### src/rtl/gma_pkg.sv
`default_nettype none

package gma_pkg;

	localparam int SAMPLE_W = 16;
	localparam int LIMIT_W = 15;
	localparam logic [LIMIT_W-1:0] LIMIT_RESET = 15'd5120;
	localparam int WINDOW_DEFAULT = 5;
	// quotient bits resolved per divider cycle
	localparam int DIV_RADIX_BITS = 4;

endpackage

`default_nettype wire

### src/rtl/gma_div.sv
`default_nettype none

module gma_div
	import gma_pkg::*;
#(
	parameter int DW = 20,
	parameter int CW = 3
) (
	input  wire logic                clk,
	input  wire logic                arst_n,
	input  wire logic                start,
	input  wire logic [DW-1:0]       dividend,
	input  wire logic [CW-1:0]       divisor,
	input  wire logic                neg,
	output logic                     done,
	output logic signed [SAMPLE_W-1:0] quotient
);

	localparam int STEPS = DW / DIV_RADIX_BITS;
	localparam int SCW = $clog2(STEPS + 1);

	logic [DW-1:0] dvd_q;
	logic [DW-1:0] quo_q;
	logic [CW:0] rem_q;
	logic [CW-1:0] dsr_q;
	logic neg_q;
	logic busy_q;
	logic done_q;
	logic [SCW-1:0] step_q;

	logic [DW-1:0] dvd_n;
	logic [DW-1:0] quo_n;
	logic [CW:0] rem_n;
	logic [DW-1:0] quo_signed;

	// restoring division, a few quotient bits per cycle
	always_comb begin
		dvd_n = dvd_q;
		quo_n = quo_q;
		rem_n = rem_q;
		for (int i = 0; i < DIV_RADIX_BITS; i++) begin
			rem_n = {rem_n[CW-1:0], dvd_n[DW-1]};
			dvd_n = {dvd_n[DW-2:0], 1'b0};
			quo_n = {quo_n[DW-2:0], 1'b0};
			if (rem_n >= {1'b0, dsr_q}) begin
				rem_n = rem_n - {1'b0, dsr_q};
				quo_n[0] = 1'b1;
			end
		end
	end

	always_ff @(posedge clk or negedge arst_n) begin
		if (!arst_n) begin
			busy_q <= 1'b0;
			done_q <= 1'b0;
			step_q <= '0;
		end else begin
			done_q <= 1'b0;
			if (start) begin
				busy_q <= 1'b1;
				step_q <= '0;
			end else if (busy_q) begin
				step_q <= step_q + 1'b1;
				if (step_q == SCW'(STEPS - 1)) begin
					busy_q <= 1'b0;
					done_q <= 1'b1;
				end
			end
		end
	end

	always_ff @(posedge clk) begin
		if (start) begin
			dvd_q <= dividend;
			quo_q <= '0;
			rem_q <= '0;
			dsr_q <= divisor;
			neg_q <= neg;
		end else if (busy_q) begin
			dvd_q <= dvd_n;
			quo_q <= quo_n;
			rem_q <= rem_n;
		end
	end

	assign quo_signed = neg_q ? (~quo_q + 1'b1) : quo_q;
	assign quotient = quo_signed[SAMPLE_W-1:0];
	assign done = done_q;

endmodule

`default_nettype wire

### src/rtl/gated_moving_average.sv
`default_nettype none

// Windowed mean of signed Q8.8 velocity samples with outlier gating. Each
// transaction on the input channel yields exactly one result: the mean of the
// last WINDOW accepted samples (fewer until the window has filled), truncated
// toward zero, or, once the window is full and the sample lies farther than
// deviation_limit from the last reported mean, the previous mean again with
// sample_rejected set. Samples live in a small one-port-read memory; a running
// sum is updated by reading the entry being overwritten, and the mean comes
// from a radix-16 divider. An accepted sample passes through S_READ, S_START
// and S_DIV to S_OUT, where the result is loaded into the output register; a
// rejected sample goes from S_READ straight to S_OUT. The block takes a new
// sample as soon as the previous result sits in the output register, even
// while that is stalled.
// deviation_limit may be written only while the block is idle.
module gated_moving_average
	import gma_pkg::*;
#(
	parameter int WINDOW = WINDOW_DEFAULT
) (
	input  wire logic                       clk,
	input  wire logic                       arst_n,
	input  wire logic                       cfg_wr_en,
	input  wire logic [LIMIT_W-1:0]         cfg_wr_data,
	input  wire logic                       in_valid,
	output logic                            in_stall,
	input  wire logic signed [SAMPLE_W-1:0] velocity_sample,
	output logic                            out_valid,
	input  wire logic                       out_stall,
	output logic signed [SAMPLE_W-1:0]      average_velocity,
	output logic                            sample_rejected
);

	localparam int SLW = (WINDOW > 1) ? $clog2(WINDOW) : 1;
	localparam int CW = $clog2(WINDOW + 1);
	localparam int SW = SAMPLE_W + $clog2(WINDOW);
	localparam int DIV_STEPS = (SW + DIV_RADIX_BITS - 1) / DIV_RADIX_BITS;
	localparam int DW = DIV_STEPS * DIV_RADIX_BITS;

	typedef enum logic [2:0] {
		S_IDLE,
		S_READ,
		S_START,
		S_DIV,
		S_OUT
	} state_t;

	state_t state_q;
	logic [LIMIT_W-1:0] limit_q;
	logic [SLW-1:0] slot_q;
	logic full_q;
	logic [CW-1:0] count_q;
	logic signed [SW-1:0] sum_q;
	logic signed [SAMPLE_W-1:0] last_avg_q;
	logic signed [SAMPLE_W-1:0] sample_q;
	logic reject_q;
	logic signed [SAMPLE_W-1:0] result_q;
	logic out_valid_q;
	logic signed [SAMPLE_W-1:0] out_avg_q;
	logic out_rej_q;

	logic [SAMPLE_W-1:0] mem [WINDOW];
	logic signed [SAMPLE_W-1:0] rd_q;
	logic mem_we;

	logic in_accept;
	logic out_free;
	logic signed [SAMPLE_W:0] diff;
	logic [SAMPLE_W:0] distance;
	logic reject_now;
	logic signed [SW-1:0] old_val;
	logic [SW-1:0] sum_mag;
	logic div_done;
	logic signed [SAMPLE_W-1:0] div_quot;

	assign in_stall = (state_q != S_IDLE);
	assign in_accept = in_valid && !in_stall;
	assign out_free = !out_valid_q || !out_stall;

	assign diff = (SAMPLE_W + 1)'(velocity_sample) - (SAMPLE_W + 1)'(last_avg_q);
	assign distance = diff[SAMPLE_W] ? (~diff + 1'b1) : diff;
	assign reject_now = full_q && (distance > (SAMPLE_W + 1)'(limit_q));

	// entry about to be overwritten leaves the running sum
	assign old_val = full_q ? SW'(rd_q) : '0;
	assign sum_mag = sum_q[SW-1] ? (~sum_q + 1'b1) : sum_q;
	assign mem_we = (state_q == S_READ) && !reject_q;

	always_ff @(posedge clk) begin
		if (mem_we) begin
			mem[slot_q] <= sample_q;
		end
		rd_q <= mem[slot_q];
	end

	gma_div #(
		.DW(DW),
		.CW(CW)
	) u_div (
		.clk      (clk),
		.arst_n   (arst_n),
		.start    (state_q == S_START),
		.dividend (DW'(sum_mag)),
		.divisor  (count_q),
		.neg      (sum_q[SW-1]),
		.done     (div_done),
		.quotient (div_quot)
	);

	always_ff @(posedge clk or negedge arst_n) begin
		if (!arst_n) begin
			state_q <= S_IDLE;
			limit_q <= LIMIT_RESET;
			slot_q <= '0;
			full_q <= 1'b0;
			count_q <= '0;
			sum_q <= '0;
			last_avg_q <= '0;
			out_valid_q <= 1'b0;
			sample_q <= '0;
			reject_q <= 1'b0;
			result_q <= '0;
			out_avg_q <= '0;
			out_rej_q <= 1'b0;
		end else begin
			if (cfg_wr_en) begin
				limit_q <= cfg_wr_data;
			end
			if (state_q == S_OUT && out_free) begin
				out_valid_q <= 1'b1;
			end else if (out_valid_q && !out_stall) begin
				out_valid_q <= 1'b0;
			end
			case (state_q)
				S_IDLE: begin
					if (in_accept) begin
						sample_q <= velocity_sample;
						reject_q <= reject_now;
						state_q <= S_READ;
					end
				end
				S_READ: begin
					if (reject_q) begin
						result_q <= last_avg_q;
						state_q <= S_OUT;
					end else begin
						sum_q <= sum_q + SW'(sample_q) - old_val;
						if (slot_q == SLW'(WINDOW - 1)) begin
							slot_q <= '0;
							full_q <= 1'b1;
						end else begin
							slot_q <= slot_q + 1'b1;
						end
						if (count_q != CW'(WINDOW)) begin
							count_q <= count_q + 1'b1;
						end
						state_q <= S_START;
					end
				end
				S_START: begin
					state_q <= S_DIV;
				end
				S_DIV: begin
					if (div_done) begin
						result_q <= div_quot;
						state_q <= S_OUT;
					end
				end
				S_OUT: begin
					if (out_free) begin
						out_avg_q <= result_q;
						out_rej_q <= reject_q;
						last_avg_q <= result_q;
						state_q <= S_IDLE;
					end
				end
				default: begin
					state_q <= S_IDLE;
				end
			endcase
		end
	end

	assign out_valid = out_valid_q;
	assign average_velocity = out_avg_q;
	assign sample_rejected = out_rej_q;

	a_reject_needs_full: assert property (@(posedge clk) disable iff (!arst_n)
		(state_q == S_OUT && reject_q) |-> full_q)
		else $error("sample rejected before window filled");

	a_full_count: assert property (@(posedge clk) disable iff (!arst_n)
		full_q |-> (count_q == CW'(WINDOW)))
		else $error("window full but count short");

	a_div_done_state: assert property (@(posedge clk) disable iff (!arst_n)
		div_done |-> (state_q == S_DIV))
		else $error("divider finished outside divide state");

	a_slot_range: assert property (@(posedge clk) disable iff (!arst_n)
		slot_q <= SLW'(WINDOW - 1))
		else $error("write slot out of range");

	a_out_held: assert property (@(posedge clk) disable iff (!arst_n)
		(out_valid_q && out_stall) |=> (out_valid_q && $stable(out_avg_q)))
		else $error("output register overwritten while stalled");

endmodule

`default_nettype wire
### config.mk
export PLATFORM = sky130hd
export DESIGN_NAME = gated_moving_average
export DESIGN_NICKNAME = d
export VERILOG_FILES = /design/src/rtl/gma_pkg.sv /design/src/rtl/gma_div.sv /design/src/rtl/gated_moving_average.sv
export SDC_FILE = /design/constraint.sdc
export NUM_CORES = 1
export LEC_CHECK = 0
export ABC_AREA = 1
export BUFFER_PORTS_ARGS = -buffer_cell sky130_fd_sc_hd__buf_2
export CAP_MARGIN = 20
export CORE_MARGIN = 8
export CORE_UTILIZATION = 54
export CTS_BUF_LIST = sky130_fd_sc_hd__clkbuf_16
export CTS_CLUSTER_DIAMETER = 60
export DETAILED_ROUTE_END_ITERATION = 7
export GPL_ROUTABILITY_DRIVEN = 0
export PLACE_DENSITY_LB_ADDON = 0.05
export SLEW_MARGIN = 20
export SYNTH_ARGS = -nofsm -noshare
export SYNTH_HDL_FRONTEND = slang
export SYNTH_SLANG_ARGS = --single-unit
export TNS_END_PERCENT = 5
### constraint.sdc
create_clock -name clk -period 4.9 [get_ports clk]
set_input_delay 0.49 -clock clk [delete_from_list [all_inputs] [get_ports clk]]
set_output_delay 0.49 -clock clk [all_outputs]
set_load 0.05 [all_outputs]
==> flow_metrics.py, run 1 <==
metrics = {
    "setup_path": {
        "required_ns": 5.31,
        "worst-path-max-fanout": 6,
        "slowest_delay_ns": 0.42,
        "cpMaxStageDelayCell": "fa_1",
        "endpoint_kind": "flip-flop",
        "crit_buf_inv": 5,
        "path_class": "reg -> reg",
        "critPathTopFamily": "adder cells",
        "cp-start-kind": "flip-flop",
        "arrival_ns": 4.98,
    },
    "cells_and_area": {
        "nets": 1740,
        "postLayoutCellArea_um2": 15000,
        "antenna_cells": 0,
        "register_area_um2": 6320,
        "final_layout_size_suffix_gt1_share_pct": 11.3,
        "syn2layout_area_growth_pct": 12.0,
        "n_fill_cell": 2152,
        "instances_no_fill": 1955,
        "multi_input_area_um2": 5980,
    },
    "route": {
        "drt_pass1_iterations": 5,
        "vias_per_cell": 5.23,
        "detail-route-antenna-nets": 0,
        "drt_iter0_drc": 652,
        "drc": 0,
        "wl_per_cell_um": 15.6,
        "routed_wl_mm": 30.6,
        "route.vias.total": 10200,
    },
    "logic_synthesis": {
        "synthTopCellsByCount": "336 x nand2_1, 264 x inv_1, 105 x o21ai_0",
        "synth_edf_count": 103,
        "postSynthAreaPerCell_um2": 8.66,
        "synth_most_common_cell": "nand2_1",
        "asyncSetResetFlopFracSynth_pct": 41.8,
        "dominantRegCellSynth": "edfxtp_1",
        "synth_seq_cells": 239,
        "syn_inst": 1548,
        "synth_fp_nets": 1678,
        "yosys.area.top_type": "edfxtp_1",
        "synth_top_area_share_pct": 23.1,
        "synthDistinctLibCells": 53,
        "syn-cell-area_um2": 13400,
        "ys_seq_area_share_pct": 47.1,
        "synth.area.top_cells": "edfxtp_1 23%, dfrtp_1 18%, nand2_1 9.4%, inv_1 7.4%, ha_1 6.6%",
        "yosys_warnings": 0,
    },
    "cts": {
        "cts_hold_repair.buffers": 0,
        "cts_root_buf": "clkbuf_16",
        "cts-htree-levels": 1,
        "numCtsBuffers": 27,
        "clk_pin_slew_worst_paths_ns": 0.06,
        "clock_path_buffers": 3,
        "cts_tree": "done",
        "clk_latency_ns": 0.53,
        "cts_sinks": 239,
    },
    "global_routing": {
        "grt_max_degree": 56,
        "grt-ovfl-total": 0,
        "grt_pass1_vias": 9817,
        "grt.total_usage_pct": 20.2,
        "antenna_found_initial": 0,
        "grt_pass1_wl_mm": 49.9,
    },
    "sta": {
        "slew_violations": 0,
        "fin_crit_sh_pct": 93.2,
        "finalHoldViolations": 0,
        "setup_viol": 0,
        "tightest_slew_ns": 1.01,
        "fmax_ghz": 0.219,
        "slew_headroom_pct": 32.7,
        "layout_min_cycle_time_ns": 4.57,
        "fin_skew_ns": 0.0116,
        "setup_ws_ns": 0.334,
    },
    "floorplan": {
        "die_w_um": 174,
        "dieArea_um2": 30100,
        "rows": 57,
        "boundaryPins": 55,
        "design.core.area_um2": 24300,
        "initial_utilization_pct": 55.1,
        "die_y_um": 174,
    },
    "placement": {
        "dp_hpwl_mm": 22.2,
        "post-place-ws_ns": 0.0276,
        "port_buffers": 54,
        "postPlaceCellArea_um2": 14000,
        "dp.cells": 1902,
    },
    "min_path": {
        "hold_path.class": "in -> async",
    },
    "job": {
        "cap_violations": 0,
    },
    "status": {
        "outcome": "finished clean",
    },
}
state kept, by name, summed over array words and instances, names as in the netlist, 15 cells and up:
| name | count |
|---|---|
| result_q | 16 |
| sample_q | 16 |
| sum_q | 19 |
| mem | 80 |
| average_velocity | 16 |
| rd_q | 16 |
| u_div.dvd_q | 20 |
| limit_q | 15 |
| u_div.quo_q | 16 |
placed cells by master, fill, tap and decap left out, types with 35 or more instances in the layout:
master / synthesis / layout
ha_1: 71 / 71
o21ai_0: 105 / 103
inv_1: 264 / 270
xor2_1: 35 / 35
nand3_1: 79 / 79
buf_2: 5 / 53
a21oi_1: 60 / 58
nor2_1: 95 / 94
nand2_1: 336 / 333
edfxtp_1: 103 / 103
dfxtp_1: 36 / 36
dfrtp_1: 98 / 98
kinds of logic (layout without fill, tap and decap cells):
family	Yosys count	in the layout	share of synthesized area, %
and+or+nand+nor	602	602	19.5
buffers and inverters	309	392	8.78
AOI/OAI and AO/OA	250	250	10.9
DFF	239	239	47.1
adders and majority gates	94	94	10.1
xor gates and xnor gates	52	52	3.40
muxes	2	2	0.168
per-layer routing:
metal  global-route usage (%)  up-vias  part of all wire, %  routed length (µm)
li1                         -     5196                    -                   -
met1                     27.5     4778                   47               14400
met2                     33.5      194                   47               14300
met3                     3.03       49                  4.4                1340
met4                     4.46        0                  1.9                 572
met5                        0        -                    0                   0
worst reg2reg max path, delay by kind of cell, from the launching register on:
kind	cells	cell delay, ns
AOI/OAI and AO/OA	8	0.96
adders and majority gates	5	1.58
buffers and inverters	5	0.32
DFF	1	0.35
and+or+nand+nor	12	1.24
final timing paths:
path	endpoint	cells past startpoint	start	slack [ns]
worst max-delay path	u_div.rem_q[2]	30	u_div.dvd_q[19]	0.33
worst min-delay path	limit_q[14]	1	arst_n	0.05
worst max register to register	u_div.rem_q[2]	30	u_div.dvd_q[19]	0.33
worst min register to register	rd_q[10]	2	mem[4][10]	0.46
max in group asynchronous	sample_q[1]	2	arst_n	3.76
min in group clk	limit_q[7]	3	cfg_wr_data[7]	0.16
cell type report:
| class | count | area share (%) |
|---|---|---|
| Tap cell | 324 | 2.70 |
| Inverter | 272 | 6.80 |
| Sequential cell | 239 | 42.1 |
| Multi-Input combinational cell | 1000 | 39.8 |
| Timing Repair Buffer | 70 | 2.62 |
| Clock buffer | 28 | 4.67 |
| Clock inverter | 22 | 1.30 |
metrics by stage:
step / hold slack, ns / utilization (%) / TNS (ns)
2_1_floorplan: 0.194 / - / 0
3_3_place_gp: 0.447 / 57.8 / 0
3_5_place_dp: 0.450 / 57.8 / 0
4_1_cts: 0.0675 / 61.4 / 0
5_1_grt: 0.108 / 61.7 / -0.0428
6_report: 0.0470 / 61.7 / 0
repair_timing:
item                       CTS  global route
buffers inserted             0             3
setup endpoints to repair    1             4
pin swaps                    0             2
resized for setup            1            14
Power of run 1 is not shown: default switching activity piles up to over one toggle a cycle in this logic, so the estimate is an artifact.
==> run 2, diff against run 1 <==
--- a/config.mk
+++ b/config.mk
@@ -5,7 +5,6 @@
 export SDC_FILE = /design/constraint.sdc
 export NUM_CORES = 1
 export LEC_CHECK = 0
-export ABC_AREA = 1
 export BUFFER_PORTS_ARGS = -buffer_cell sky130_fd_sc_hd__buf_2
 export CAP_MARGIN = 20
 export CORE_MARGIN = 8
==> run 2 against run 1 <==
Net effect: maximum frequency down 0.23%; non-clock buffer count up 16; register-to-register slack about the same; synthesized area down 2.7%; clock skew up 0.0053 ns; flip-flop and latch count unchanged; design area down 2.3%; hold slack better by 0.032 ns; count of clock-buffer cells in the layout down 1; wire length down 6.6%; utilization down 0.70 points; highest routed layer unchanged.
==> flow_metrics.py, run 2 <==
metrics = {
    "route": {
        "detail-route-antenna-nets": 0,
        "drt_pass1_iterations": 6,
        "wl_per_cell_um": 16.8,
        "drt_iter0_drc": 629,
        "vias_per_cell": 5.42,
        "routed_wl_mm": 28.6,
        "drc": 0,
        "route.vias.total": 9191,
    },
    "cells_and_area": {
        "nets": 1482,
        "syn2layout_area_growth_pct": 12.5,
        "regMostFlops": "mem",
        "antenna_cells": 0,
        "largest_reg_flops": 80,
        "most-common-layout-cells": "142 x nand2_1, 141 x inv_1, 131 x o21ai_0",
        "final_layout_size_suffix_gt1_share_pct": 13.6,
        "final_common_cell": "nand2_1",
        "final_util_pct": 61.0,
        "top_regs": "mem (80), u_div.dvd_q (20), sum_q (19)",
    },
    "cts": {
        "clk_pin_slew_worst_paths_ns": 0.06,
        "cts_tree": "done",
        "cts-htree-levels": 1,
        "clk_latency_ns": 0.54,
        "cts_sinks": 239,
        "numCtsBuffers": 26,
        "clock_path_buffers": 3,
        "cts_root_buf": "clkbuf_16",
    },
    "floorplan": {
        "boundaryPins": 55,
        "design.core.area_um2": 24000,
        "die_y_um": 171,
        "die_w_um": 171,
        "initial_utilization_pct": 54.3,
        "rows": 57,
        "dieArea_um2": 29400,
    },
    "logic_synthesis": {
        "yosys.area.top_type": "edfxtp_1",
        "syn_inst": 1287,
        "syn-cell-area_um2": 13000,
        "postSynthAreaPerCell_um2": 10.1,
        "dominantRegCellSynth": "edfxtp_1",
        "synth_adder_area_share_pct": 10.3,
        "synth_fp_nets": 1417,
        "yosys_warnings": 0,
        "synth_mux_area_share_pct": 5.58,
        "synth-xor-area-share_pct": 5.10,
        "ys_seq_area_share_pct": 48.4,
        "synth_top_family_by_area": "compound AO/OA/AOI/OAI gates",
        "synth_compound_area_share_pct": 12.8,
        "synth.area.top_cells": "edfxtp_1 24%, dfrtp_1 19%, ha_1 6.8%, dfxtp_1 5.5%, o21ai_0 5.2%",
        "synthTopCellsByCount": "143 x nand2_1, 135 x o21ai_0, 132 x inv_1",
        "synth_seq_cells": 239,
        "synth_top_area_share_pct": 23.7,
        "asyncSetResetFlopFracSynth_pct": 41.8,
        "synthSimpleGateAreaFrac_pct": 12.5,
        "synth_most_common_cell": "nand2_1",
        "synth_edf_count": 103,
        "synthDistinctLibCells": 69,
    },
    "setup_path": {
        "cp-start-kind": "flip-flop",
        "rr_worst_depth": 27,
        "cp_common_cell": "nand2_1",
        "rr_endpoint": "u_div.rem_q[0]",
        "endpoint_kind": "flip-flop",
        "rr_startpoint": "u_div.dvd_q[19]",
        "crit_buf_inv": 3,
        "arrival_ns": 5.04,
        "cpMaxStageDelayCell": "fa_1",
        "path_class": "reg -> reg",
        "r2r_slack_ns": 0.32,
        "slowest_delay_ns": 0.43,
        "critPathTopFamily": "adder cells",
        "worst-path-max-fanout": 4,
        "required_ns": 5.36,
    },
    "sta": {
        "slew_violations": 0,
        "tightest_slew_ns": 1.09,
        "fin_crit_sh_pct": 93.4,
        "fmax_ghz": 0.218,
        "layout_min_cycle_time_ns": 4.58,
        "slew_headroom_pct": 27.5,
        "fin_skew_ns": 0.0169,
        "setup_viol": 0,
        "finalHoldViolations": 0,
    },
    "global_routing": {
        "grt_max_degree": 69,
        "grt-ovfl-total": 0,
        "antenna_found_initial": 0,
        "grt.total_usage_pct": 20.2,
        "grt_pass1_wl_mm": 47.7,
        "grt_pass1_vias": 9102,
    },
    "placement": {
        "dp_hpwl_mm": 20.6,
        "port_buffers": 54,
    },
    "job": {
        "cap_violations": 0,
    },
    "status": {
        "outcome": "finished clean",
    },
    "min_path": {
        "hold_path.class": "in -> async",
    },
}
-- run 2: cell families (layout without fill, tap and decap cells) --
logic type      count (synthesis)  count (layout)
fa+ha+maj                      94              94
xor+xnor                       76              76
compound gates                282             282
mux                            66              66
buf+inv                       183             268
flops                         239             239
simple gates                  347             347
-- run 2: area by class of cell --
class | instances | area (µm²)
Tap cell | 324 | 405
Multi-Input combinational cell | 865 | 6130
Clock inverter | 21 | 120
Inverter | 134 | 503
Clock buffer | 27 | 676
Fill cell | 2105 | 9360
Timing Repair Buffer | 86 | 517
Sequential cell | 239 | 6320
-- run 2: worst max path at each step --
stage / cells after the start / start / endpoint
after floorplan: 23 / u_div.dsr_q[1] / u_div.rem_q[0]
after global placement: 24 / velocity_sample[0] / reject_q
after detailed placement: 25 / u_div.dvd_q[19] / u_div.rem_q[0]
after CTS: 25 / u_div.dvd_q[19] / u_div.rem_q[0]
after global routing: 22 / average_velocity[0] / reject_q
final: 27 / u_div.dvd_q[19] / u_div.rem_q[0]
-- run 2: through the flow --
stage          setup slack [ns]  hold slack [ns]  setup TNS [ns]  instances  instance area (µm²)
6_report                  0.323           0.0792               0       1696                14700
2_1_floorplan            0.0875            0.194               0       1287                13000
3_3_place_gp             0.0351            0.447               0       1646                13800
4_1_cts                  0.0129            0.104               0       1694                14600
5_1_grt                 -0.0640            0.150         -0.0640       1696                14700
3_5_place_dp             -0.116            0.454          -0.144       1646                13800
-- run 2: routing by layer --
metal | GRT usage [%] | share of wire (%)
met5 | 0 | 0
met4 | 4.39 | 1.4
met3 | 3.19 | 4.2
met2 | 33.6 | 47
met1 | 27.7 | 47
-- run 2: timing repair --
item | CTS | global route
endpoints found under the setup margin | 3 | 5
hold buffers | 0 | 0
gates resized for setup | 4 | 17
buffers inserted | 0 | 1
pin swaps | 1 | 4
Power of run 2 is left out for the same reason.
